`config.mk`:
```
export PLATFORM = sky130hd
export DESIGN_NAME = gtpg_ctrl
export DESIGN_NICKNAME = d
export VERILOG_FILES = /design/src/design/gtpg_pkg.sv /design/src/design/gtpg_ctrl.sv
export SDC_FILE = /design/constraint.sdc
export NUM_CORES = 1
export LEC_CHECK = 0
export ABC_AREA = 1
export BUFFER_PORTS_ARGS = -buffer_cell sky130_fd_sc_hd__clkbuf_2
export CORE_AREA = 2 2 39 41
export CTS_CLUSTER_SIZE = 20
export DETAILED_ROUTE_END_ITERATION = 12
export DIE_AREA = 0 0 41 43
export GPL_TIMING_DRIVEN = 0
export PLACE_DENSITY_LB_ADDON = 0.12
export SETUP_SLACK_MARGIN = 0.15
export SYNTH_ARGS = -nofsm -noshare
export SYNTH_HDL_FRONTEND = slang
export SYNTH_SLANG_ARGS = --single-unit
```
`constraint.sdc`:
```
create_clock -name i_clk -period 1.3 [get_ports i_clk]
set_clock_uncertainty 0.05 [all_clocks]
set_input_delay 0.065 -clock i_clk [delete_from_list [all_inputs] [get_ports i_clk]]
set_output_delay 0.065 -clock i_clk [all_outputs]
set_load 0.005 [all_outputs]
```
`src/design/gtpg_pkg.sv`:
```
// Shared types, constants, dimension clamp and pixel formatting functions of the gradient test pattern generator.
package gtpg_pkg;

    localparam int MAX_WIDTH  = 4096;
    localparam int MAX_HEIGHT = 4096;

    localparam int COL_W     = $clog2(MAX_WIDTH);
    localparam int ROW_W     = $clog2(MAX_HEIGHT);
    localparam int DIM_W     = 13;
    localparam int LCNT_W    = 17;
    localparam int FMT_W     = 3;
    localparam int PIX_W     = 64;
    localparam int HALF_W    = PIX_W / 2;
    localparam int CFG_IDX_W = 3;
    localparam int NUM_W     = LCNT_W + ROW_W;
    localparam int LVL_W     = NUM_W;
    localparam int REM_W     = $clog2(MAX_HEIGHT + 1);
    localparam int DCNT_W    = $clog2(NUM_W);

    localparam logic [DIM_W-1:0]  WIDTH_RST  = DIM_W'(640);
    localparam logic [DIM_W-1:0]  HEIGHT_RST = DIM_W'(480);
    localparam logic [PIX_W-1:0]  BASE_RST   = '0;
    localparam logic [PIX_W-1:0]  STEP_RST   = PIX_W'(1);
    localparam logic [LCNT_W-1:0] LCNT_RST   = LCNT_W'(256);
    localparam logic [PIX_W-1:0]  LANE_MASK  = 64'h00FF_00FF_00FF_00FF;

    typedef enum logic [CFG_IDX_W-1:0] {
        CFG_WIDTH  = 3'd0,
        CFG_HEIGHT = 3'd1,
        CFG_BASE   = 3'd2,
        CFG_STEP   = 3'd3,
        CFG_LCNT   = 3'd4,
        CFG_FORMAT = 3'd5
    } t_cfg_idx;

    typedef enum logic [FMT_W-1:0] {
        FMT_8       = 3'd0,
        FMT_16      = 3'd1,
        FMT_16_SWAP = 3'd2,
        FMT_32      = 3'd3,
        FMT_32_SWAP = 3'd4,
        FMT_64      = 3'd5,
        FMT_64_SWAP = 3'd6,
        FMT_64_LANE = 3'd7
    } t_pix_fmt;

    typedef enum logic [2:0] {
        S_IDLE,
        S_NUM,
        S_DIV,
        S_MUL_LO,
        S_MUL_HI,
        S_FIN
    } t_state;

    typedef struct packed {
        logic accept;
        logic num_load;
        logic div_step;
        logic mul_lo;
        logic mul_hi;
        logic finish;
    } t_dp_cmd;

    typedef struct packed {
        logic cache_hit;
        logic div_done;
        logic out_free;
    } t_dp_status;

    function automatic logic [DIM_W-1:0] eff_dim(input logic [DIM_W-1:0] reg_val,
                                                 input logic [DIM_W-1:0] max_val);
        logic [DIM_W-1:0] res;
        if (reg_val == '0) begin
            res = DIM_W'(1);
        end else if (reg_val > max_val) begin
            res = max_val;
        end else begin
            res = reg_val;
        end
        return res;
    endfunction

    function automatic logic [PIX_W-1:0] format_pixel(input logic [FMT_W-1:0] fmt,
                                                      input logic [PIX_W-1:0] raw);
        logic [PIX_W-1:0] res;
        logic [PIX_W-1:0] rev;
        for (int b = 0; b < PIX_W / 8; b++) begin
            rev[8*b +: 8] = raw[PIX_W-8-8*b +: 8];
        end
        case (fmt)
            FMT_8:       res = {56'b0, raw[7:0]};
            FMT_16:      res = {48'b0, raw[15:0]};
            FMT_16_SWAP: res = {48'b0, raw[7:0], raw[15:8]};
            FMT_32:      res = {32'b0, raw[31:0]};
            FMT_32_SWAP: res = {32'b0, raw[7:0], raw[15:8], raw[23:16], raw[31:24]};
            FMT_64:      res = raw;
            FMT_64_SWAP: res = rev;
            FMT_64_LANE: res = ((raw >> 8) & LANE_MASK) | ((raw & LANE_MASK) << 8);
            default:     res = raw;
        endcase
        return res;
    endfunction

endpackage

```
`src/design/gtpg_ctrl.sv`:
```
// Controller state machine that sequences the row-level divide and multiply.
module gtpg_ctrl
    import gtpg_pkg::*;
(
    input  logic       i_clk,
    input  logic       i_rst_n,
    input  logic       i_in_valid,
    output logic       o_in_ready,
    input  t_dp_status i_status,
    output t_dp_cmd    o_cmd
);

    t_state r_state;
    t_state n_state;
    logic   in_acc;

    assign o_in_ready = (r_state == S_IDLE) && i_status.out_free;
    assign in_acc     = o_in_ready && i_in_valid;

    always_ff @(posedge i_clk) begin
        if (!i_rst_n) begin
            r_state <= S_IDLE;
        end else begin
            r_state <= n_state;
        end
    end

    always_comb begin
        n_state = r_state;
        unique case (r_state)
            S_IDLE: begin
                if (in_acc && !i_status.cache_hit) begin
                    n_state = S_NUM;
                end
            end
            S_NUM:    n_state = S_DIV;
            S_DIV: begin
                if (i_status.div_done) begin
                    n_state = S_MUL_LO;
                end
            end
            S_MUL_LO: n_state = S_MUL_HI;
            S_MUL_HI: n_state = S_FIN;
            S_FIN:    n_state = S_IDLE;
            default:  n_state = S_IDLE;
        endcase
    end

    always_comb begin
        o_cmd          = '0;
        o_cmd.accept   = in_acc;
        unique case (r_state)
            S_IDLE:   o_cmd.accept   = in_acc;
            S_NUM:    o_cmd.num_load = 1'b1;
            S_DIV:    o_cmd.div_step = 1'b1;
            S_MUL_LO: o_cmd.mul_lo   = 1'b1;
            S_MUL_HI: o_cmd.mul_hi   = 1'b1;
            S_FIN:    o_cmd.finish   = 1'b1;
            default:  o_cmd          = '0;
        endcase
    end

`ifndef SYNTHESIS
    a_fin_out_free: assert property (@(posedge i_clk) disable iff (!i_rst_n)
        (r_state == S_FIN) |-> i_status.out_free)
        else $error("result register still occupied when a computed beat completes");

    a_miss_starts: assert property (@(posedge i_clk) disable iff (!i_rst_n)
        (in_acc && !i_status.cache_hit) |=> (r_state == S_NUM))
        else $error("accepted beat that misses the row cache did not start a computation");
`endif

endmodule

```
# After elaboration in Yosys (flattened, before gate mapping)

Cells that the tools add are included.
Widths: inputs -> output; s select.

Output and inout bits: 7
Word-level logic and storage cells: 24
Flip-flop bits (word level): 3
Input bits: 6

Reductions and logical operators: 7
Eq/ne operators: 7
Mux-type cells: 9

Operators by type and width:

| kind               | number |
|---|---|
| $pmux 3 s5         | 1 |
| $eq 3x2->1 const B | 2 |
| $eq 3x3->1 const B | 2 |
| $mux 1             | 6 |
| $mux 3             | 2 |
| $reduce_or 6->1    | 1 |
| $eq 3x1->1 const B | 1 |
| $logic_and 1x1->1  | 3 |
| $logic_not 3->1    | 1 |
| $ne 2x1->1 const B | 1 |
| $ne 2x2->1 const B | 1 |
| $reduce_and 2->1   | 1 |
| $logic_not 1->1    | 1 |

# Depth between registers and ports, before layout

Gate-level depths: netlist (run 1).

Depth after elaboration: 6
Depth in mapped cells: 6
Gate-level depth less buffers: 6

# Worst setup path after synthesis (run 1)

Ideal clock, no wire load.

Path kind: flip-flop to flip-flop
Start: reg r_state[1]
End: reg r_state[0]
Path slack: 0.396 ns
Setup time: 0.118 ns
Buffers on the path: 0
Stages on the path, launching flop included: 6
Data arrival time: 0.736 ns
Period minus slack after synthesis: 0.904 ns
Required time: 1.132 ns
Cell sequence: dfxtp_1 > inv_2 > nor3_2 > nand2_1 > nand2_1 > nor2_1

Longest elaborated chain between the ends: 6
Elaborated cells on any way between the ends: 12
Classes of those cells: eq/ne (6); mux (1); reduce/logical (5)

Ends and longest elaborated chain:

| item                              | RTL line                         | source |
|---|---|---|
| from (decl)                       | gtpg_ctrl.sv:13                  | `t_state r_state;` |
| from (signal assigned)            | gtpg_ctrl.sv:24                  | `r_state <= n_state;` |
| $logic_not 3->1                   | gtpg_ctrl.sv:17, gtpg_ctrl.sv:30 |  |
| $logic_and 1x1->1                 | gtpg_ctrl.sv:17                  | `assign o_in_ready = (r_state == S_IDLE) && i_status.out_free;` |
| $logic_and 1x1->1                 | gtpg_ctrl.sv:18                  | `assign in_acc = o_in_ready && i_in_valid;` |
| $logic_and 1x1->1                 | gtpg_ctrl.sv:32                  | `if (in_acc && !i_status.cache_hit) begin` |
| $ne 2x1->1 (no source line)       | --                               |  |
| $reduce_and 2->1 (no source line) | --                               |  |

Parallel ways exist; a longest one is shown, timed or not.
A chain may end at the register's enable or synchronous reset.

==> impl_metrics.ini, run 1 <==
[outcome]
status = finished clean

[synth]
syn_inst = 26
yosys_register_bits = 3
synth_area_leaders = dfxtp_1 32%, nor3_2 16%, inv_1 8.0%, o21a_1 8.0%, inv_2 6.0%
synthesis.area_sq_um = 187.7
synth_seq_area_share_pct = 32.00
ys_warn_count = 0
ys_types = 12
synth_top_cell_by_area = dfxtp_1
synth_top_area_share_pct = 32.00
synth_fp_nets = 32
avgSynthCellArea_sq_um = 7.218

[pwr]
switchingPower_uw = 163.2
p_clk_share_pct = 33.3
vdd_ir_drop_max_mv = 0.2412
powerDensity_nw_per_um2 = 1401
p_comb_share_pct = 39.9
p_leak_nw = 0.1670
netSwitchingFraction_pct = 34.37
power.internal_uw = 311.7
p_seq_share_pct = 26.7

[final_layout]
final_cell_mix = 9 x clkbuf_2, 3 x inv_1, 3 x clkbuf_4, 3 x buf_2
largest_reg_flops = 3
drive_above_1_share_pct = 68.18
final_cell_count_no_fill = 60
final_common_cell = clkbuf_2
top_regs = r_state (3)
max_flop_register = r_state
antenna_cells = 0
area_delta_synth_final_pct = 80.67
nNetsFinal = 51

[placement]
place_inst = 54
place_congestion = 0.5914
place_hpwl_um = 387.4
io_buffers = 12

[critical_path]
start_kind = flip-flop
arrival_ns = 1.08
crit_required_ns = 1.19
crit_path_end_kind = output port
critical_path_class = reg2out
crit_fanout = 3
r2r_slack_ns = 0.30

[clock_tree]
clk_latency_ns = 0.23
clockBufferDepth = 2
cts_root_buf = clkbuf_4
cts_tree = yes
cts.clk_slew.worst_paths_ns = 0.03
clock-sinks = 3
ctsHoldBuffers = 0
cts_max_level = 1
cts_buffers = 3

[floorplanning]
initial_core_util_pct = 13.56
fp-row-count = 14
core_area_sq_um = 1384
die_width_um = 41
die_h_um = 43
die_area_sq_um = 1763
io_pins = 13

[global_routing]
grt_pass1_wl_um = 800
use_met1_pct = 8.626
grt_use_met3_pct = 1.571
gr-total-overflow = 0
grt_use_met2_pct = 9.688
grt_pass1_vias = 222
antenna_found_initial = 0
grt_max_degree = 6
busiest_layer = met2
track_usage_pct = 7.014

[timing]
finalCritPeriodShare_pct = 91.91
period_minus_slack_ns = 1.195
max_slew_margin_pct = 83.43
finalSetupTns_ns = 0
slew_viol_final = 0
fmax_ghz = 0.8369
rsz0062_at_grt = yes
worst_pin_slew_ns = 0.2472
hold_viol = 0
setup_violations = 0

[route]
routed_wl_um = 523
drc = 0
viasPerCell = 3.817
dr.first_iter.drc_count = 0
ant_nets = 0
drt-pass1-iter-count = 1
num_vias = 229
wl_per_cell_um = 8.717

[min_path]
hold_path.class = in2reg

[job]
max_cap_viol_count = 0
-- layout make-up --
type / instances / area [sq um]
clock buffer: 4 / 26.28
fill: 161 / 1045
inverter: 7 / 31.28
multi-input combinational: 16 / 120.1
sequential: 3 / 66.31
tap: 16 / 20.02
timing repair buffer: 14 / 75.07
-- timing repair --
item	CTS	global route
setup endpoints to repair	3	7
hold endpoints to repair	0	0
gates cloned	0	0
gates resized for setup	4	10
pin swaps	2	1
buffers inserted	2	0
-- critical path, cell delays in order (launching register included) --
cell and delay [ns]:
dfxtp_2 0.33, inv_4 0.07, nand2_4 0.06, nor2_4 0.11, inv_2 0.04, nor3_2 0.10
buf_2 0.13
-- path summary, 6_finish.rpt --
kind / start / endpoint / cells after the start
hold reg to reg: r_state[0]$_SDFFE_PN0P_ / r_state[0]$_SDFFE_PN0P_ / 4
setup / recovery: r_state[1]$_SDFFE_PN0P_ / o_cmd[5] / 6
setup reg to reg: r_state[1]$_SDFFE_PN0P_ / r_state[0]$_SDFFE_PN0P_ / 5
hold / removal: i_rst_n / r_state[1]$_SDFFE_PN0P_ / 2
-- logic make-up after synthesis --
group | share of synthesized area (%)
and+or+nand+nor | 38.01
DFF | 32.00
buffers and inverters | 14.00
AOI/OAI and AO/OA | 16.00
-- cell usage after synthesis --
cell	n
inv_2	3
o21a_1	2
nor2_2	1
nand2_1	2
inv_1	4
nor3_1	2
o31ai_1	1
nor2_1	3
nand2_2	1
o211ai_1	1
dfxtp_1	3
nor3_2	3
-- through the flow --
step	hold WS, ns	setup slack (ns)	instance area (sq um)	utilization [%]	power [mW]
after floorplan	0.1328	0.3959	187.7	-	0.2100
final	0.03739	0.1051	339.1	24.50	0.4749
after global routing	0.03736	0.04008	339.1	24.50	0.5117
after global placement	0.2668	0.2674	267.8	19.35	0.2578
after detailed placement	0.2755	0.2288	267.8	19.35	0.2583
after CTS	0.02498	0.07493	317.8	22.97	0.4601
-- power groups by stage --
stage / Clock, mW / Combinational [mW] / Sequential [mW]
final: 0.158 / 0.190 / 0.127
after global routing: 0.172 / 0.212 / 0.128
after CTS: 0.168 / 0.171 / 0.121
after detailed placement: 0 / 0.138 / 0.121
after global placement: 0 / 0.137 / 0.121
after floorplan: 0 / 0.0911 / 0.119
-- routing by layer --
layer,vias to the layer above,routed length [um]
li1,117,-
met2,12,253
met4,0,0
met1,100,213
met5,-,0
met3,0,57
(Power assumes the default switching activity.)
==> run 2: changes to the inputs <==
- clock period: 1.3 -> 1.28 ns (I/O delays scaled with it)
==> impl_metrics.ini, run 2 (synthesized netlist as in run 1, its figures left out) <==
[outcome]
status = finished clean

[timing]
finalSetupTns_ns = 0
rsz0062_at_grt = yes
finalCritPeriodShare_pct = 93.27
hold_viol = 0
slew_viol_final = 0
setup_violations = 0
period_minus_slack_ns = 1.194
max_slew_margin_pct = 83.43
worst_pin_slew_ns = 0.2472
setup_ws_ns = 0.08614
fmax_ghz = 0.8376
timing.hold.ws_ns = 0.03639

[global_routing]
antenna_found_initial = 0
gr-total-overflow = 0
track_usage_pct = 7.014
grt_pass1_wl_um = 800
grt_pass1_vias = 222
grt_max_degree = 6

[placement]
io_buffers = 12
place_inst = 54
dpl_cell_area_sq_um = 267.8
place_hpwl_um = 387.4
pre_cts_slack_ns = 0.2098
place_congestion = 0.5914

[critical_path]
critPathMaxStageDelay_ns = 0.33
arrival_ns = 1.08
path_cells = inv_4 > nand2_4 > nor2_4 > inv_2 > nor3_2 > buf_2
cp.depth = 6
start_kind = flip-flop
critical_path_class = reg2out
crit_path_start = r_state[1]$_SDFFE_PN0P_
critPathTopFamily = flip-flops
crit_fanout = 3
crit_required_ns = 1.17
r2r_start = r_state[1]$_SDFFE_PN0P_
cpMaxStageDelayCell = dfxtp_2
crit_path_end_kind = output port
rr_worst_depth = 5
path_buf_inv = 3

[min_path]
min_from = i_rst_n
min_path_cells = 2
hold_path.class = in2reg

[route]
wl_per_cell_um = 8.717
ant_nets = 0
drt-pass1-iter-count = 1
drc = 0
dr.first_iter.drc_count = 0
routed_wl_um = 523
viasPerCell = 3.817
num_vias = 229

[job]
max_cap_viol_count = 0

[floorplanning]
die_width_um = 41
core_area_sq_um = 1384
die_area_sq_um = 1763
die_h_um = 43
initial_core_util_pct = 13.56
io_pins = 13
fp-row-count = 14

[clock_tree]
cts_root_buf = clkbuf_4
cts_buffers = 3
cts_max_level = 1
clock-sinks = 3
clk_latency_ns = 0.23
cts.clk_slew.worst_paths_ns = 0.03
cts_tree = yes
clockBufferDepth = 2

[final_layout]
final_common_cell = clkbuf_2
max_flop_register = r_state
antenna_cells = 0
drive_above_1_share_pct = 68.18
final_cell_count_no_fill = 60
finish.instance_area_sq_um = 339.1
largest_reg_flops = 3
area_delta_synth_final_pct = 80.67
nNetsFinal = 51
top_regs = r_state (3)
final_cell_mix = 9 x clkbuf_2, 3 x inv_1, 3 x clkbuf_4, 3 x buf_2

[pwr]
vdd_ir_drop_max_mv = 0.2450
p_leak_nw = 0.1670
powerDensity_nw_per_um2 = 1423
[run 2: final timing paths]
kind | endpoint | slack (ns)
setup / recovery | o_cmd[5] | 0.09
hold / removal | r_state[1]$_SDFFE_PN0P_ | 0.04
setup reg to reg | r_state[0]$_SDFFE_PN0P_ | 0.28
hold reg to reg | r_state[0]$_SDFFE_PN0P_ | 0.56
[run 2: area by class of cell]
class | count | area (sq um)
clock buffer | 4 | 26.28
inverter | 7 | 31.28
multi-input combinational | 16 | 120.1
sequential | 3 | 66.31
fill | 161 | 1045
timing repair buffer | 14 | 75.07
tap | 16 | 20.02
[run 2: repair_timing]
item                                   in CTS  in global routing
endpoints found under the hold margin       0                  0
hold buffers                                0                  0
setup endpoints to repair                   3                  7
resized for setup                           4                 10
pin swaps                                   2                  1
buffers inserted                            2                  0
[run 2: metal layers]
layer | vias to the layer above | wire [um] | GRT usage (%)
li1 | 117 | - | -
met1 | 100 | 213 | 8.626
met2 | 12 | 253 | 9.688
met3 | 0 | 57 | 1.571
met4 | 0 | 0 | 6.000
met5 | - | 0 | 0
[run 2: through the flow]
stage | total power, mW | util (%)
6_report | 0.4824 | 24.50
5_1_grt | 0.5196 | 24.50
2_1_floorplan | 0.2133 | -
3_5_place_dp | 0.2623 | 19.35
4_1_cts | 0.4673 | 22.97
3_3_place_gp | 0.2618 | 19.35
[run 2: worst reg2reg max path, cell delays in order (launching register included)]
cell     delay [ns]
dfxtp_2        0.35
inv_4          0.05
nor3_2         0.24
nand2_1        0.08
nand2_1        0.07
nor2_1         0.03
[run 2: report_power, final]
| part | switching (mW) | internal [mW] |
|---|---|---|
| registers | 0.0185 | 0.110 |
| logic | 0.103 | 0.0897 |
| clock network | 0.0444 | 0.116 |
| total | 0.166 | 0.317 |
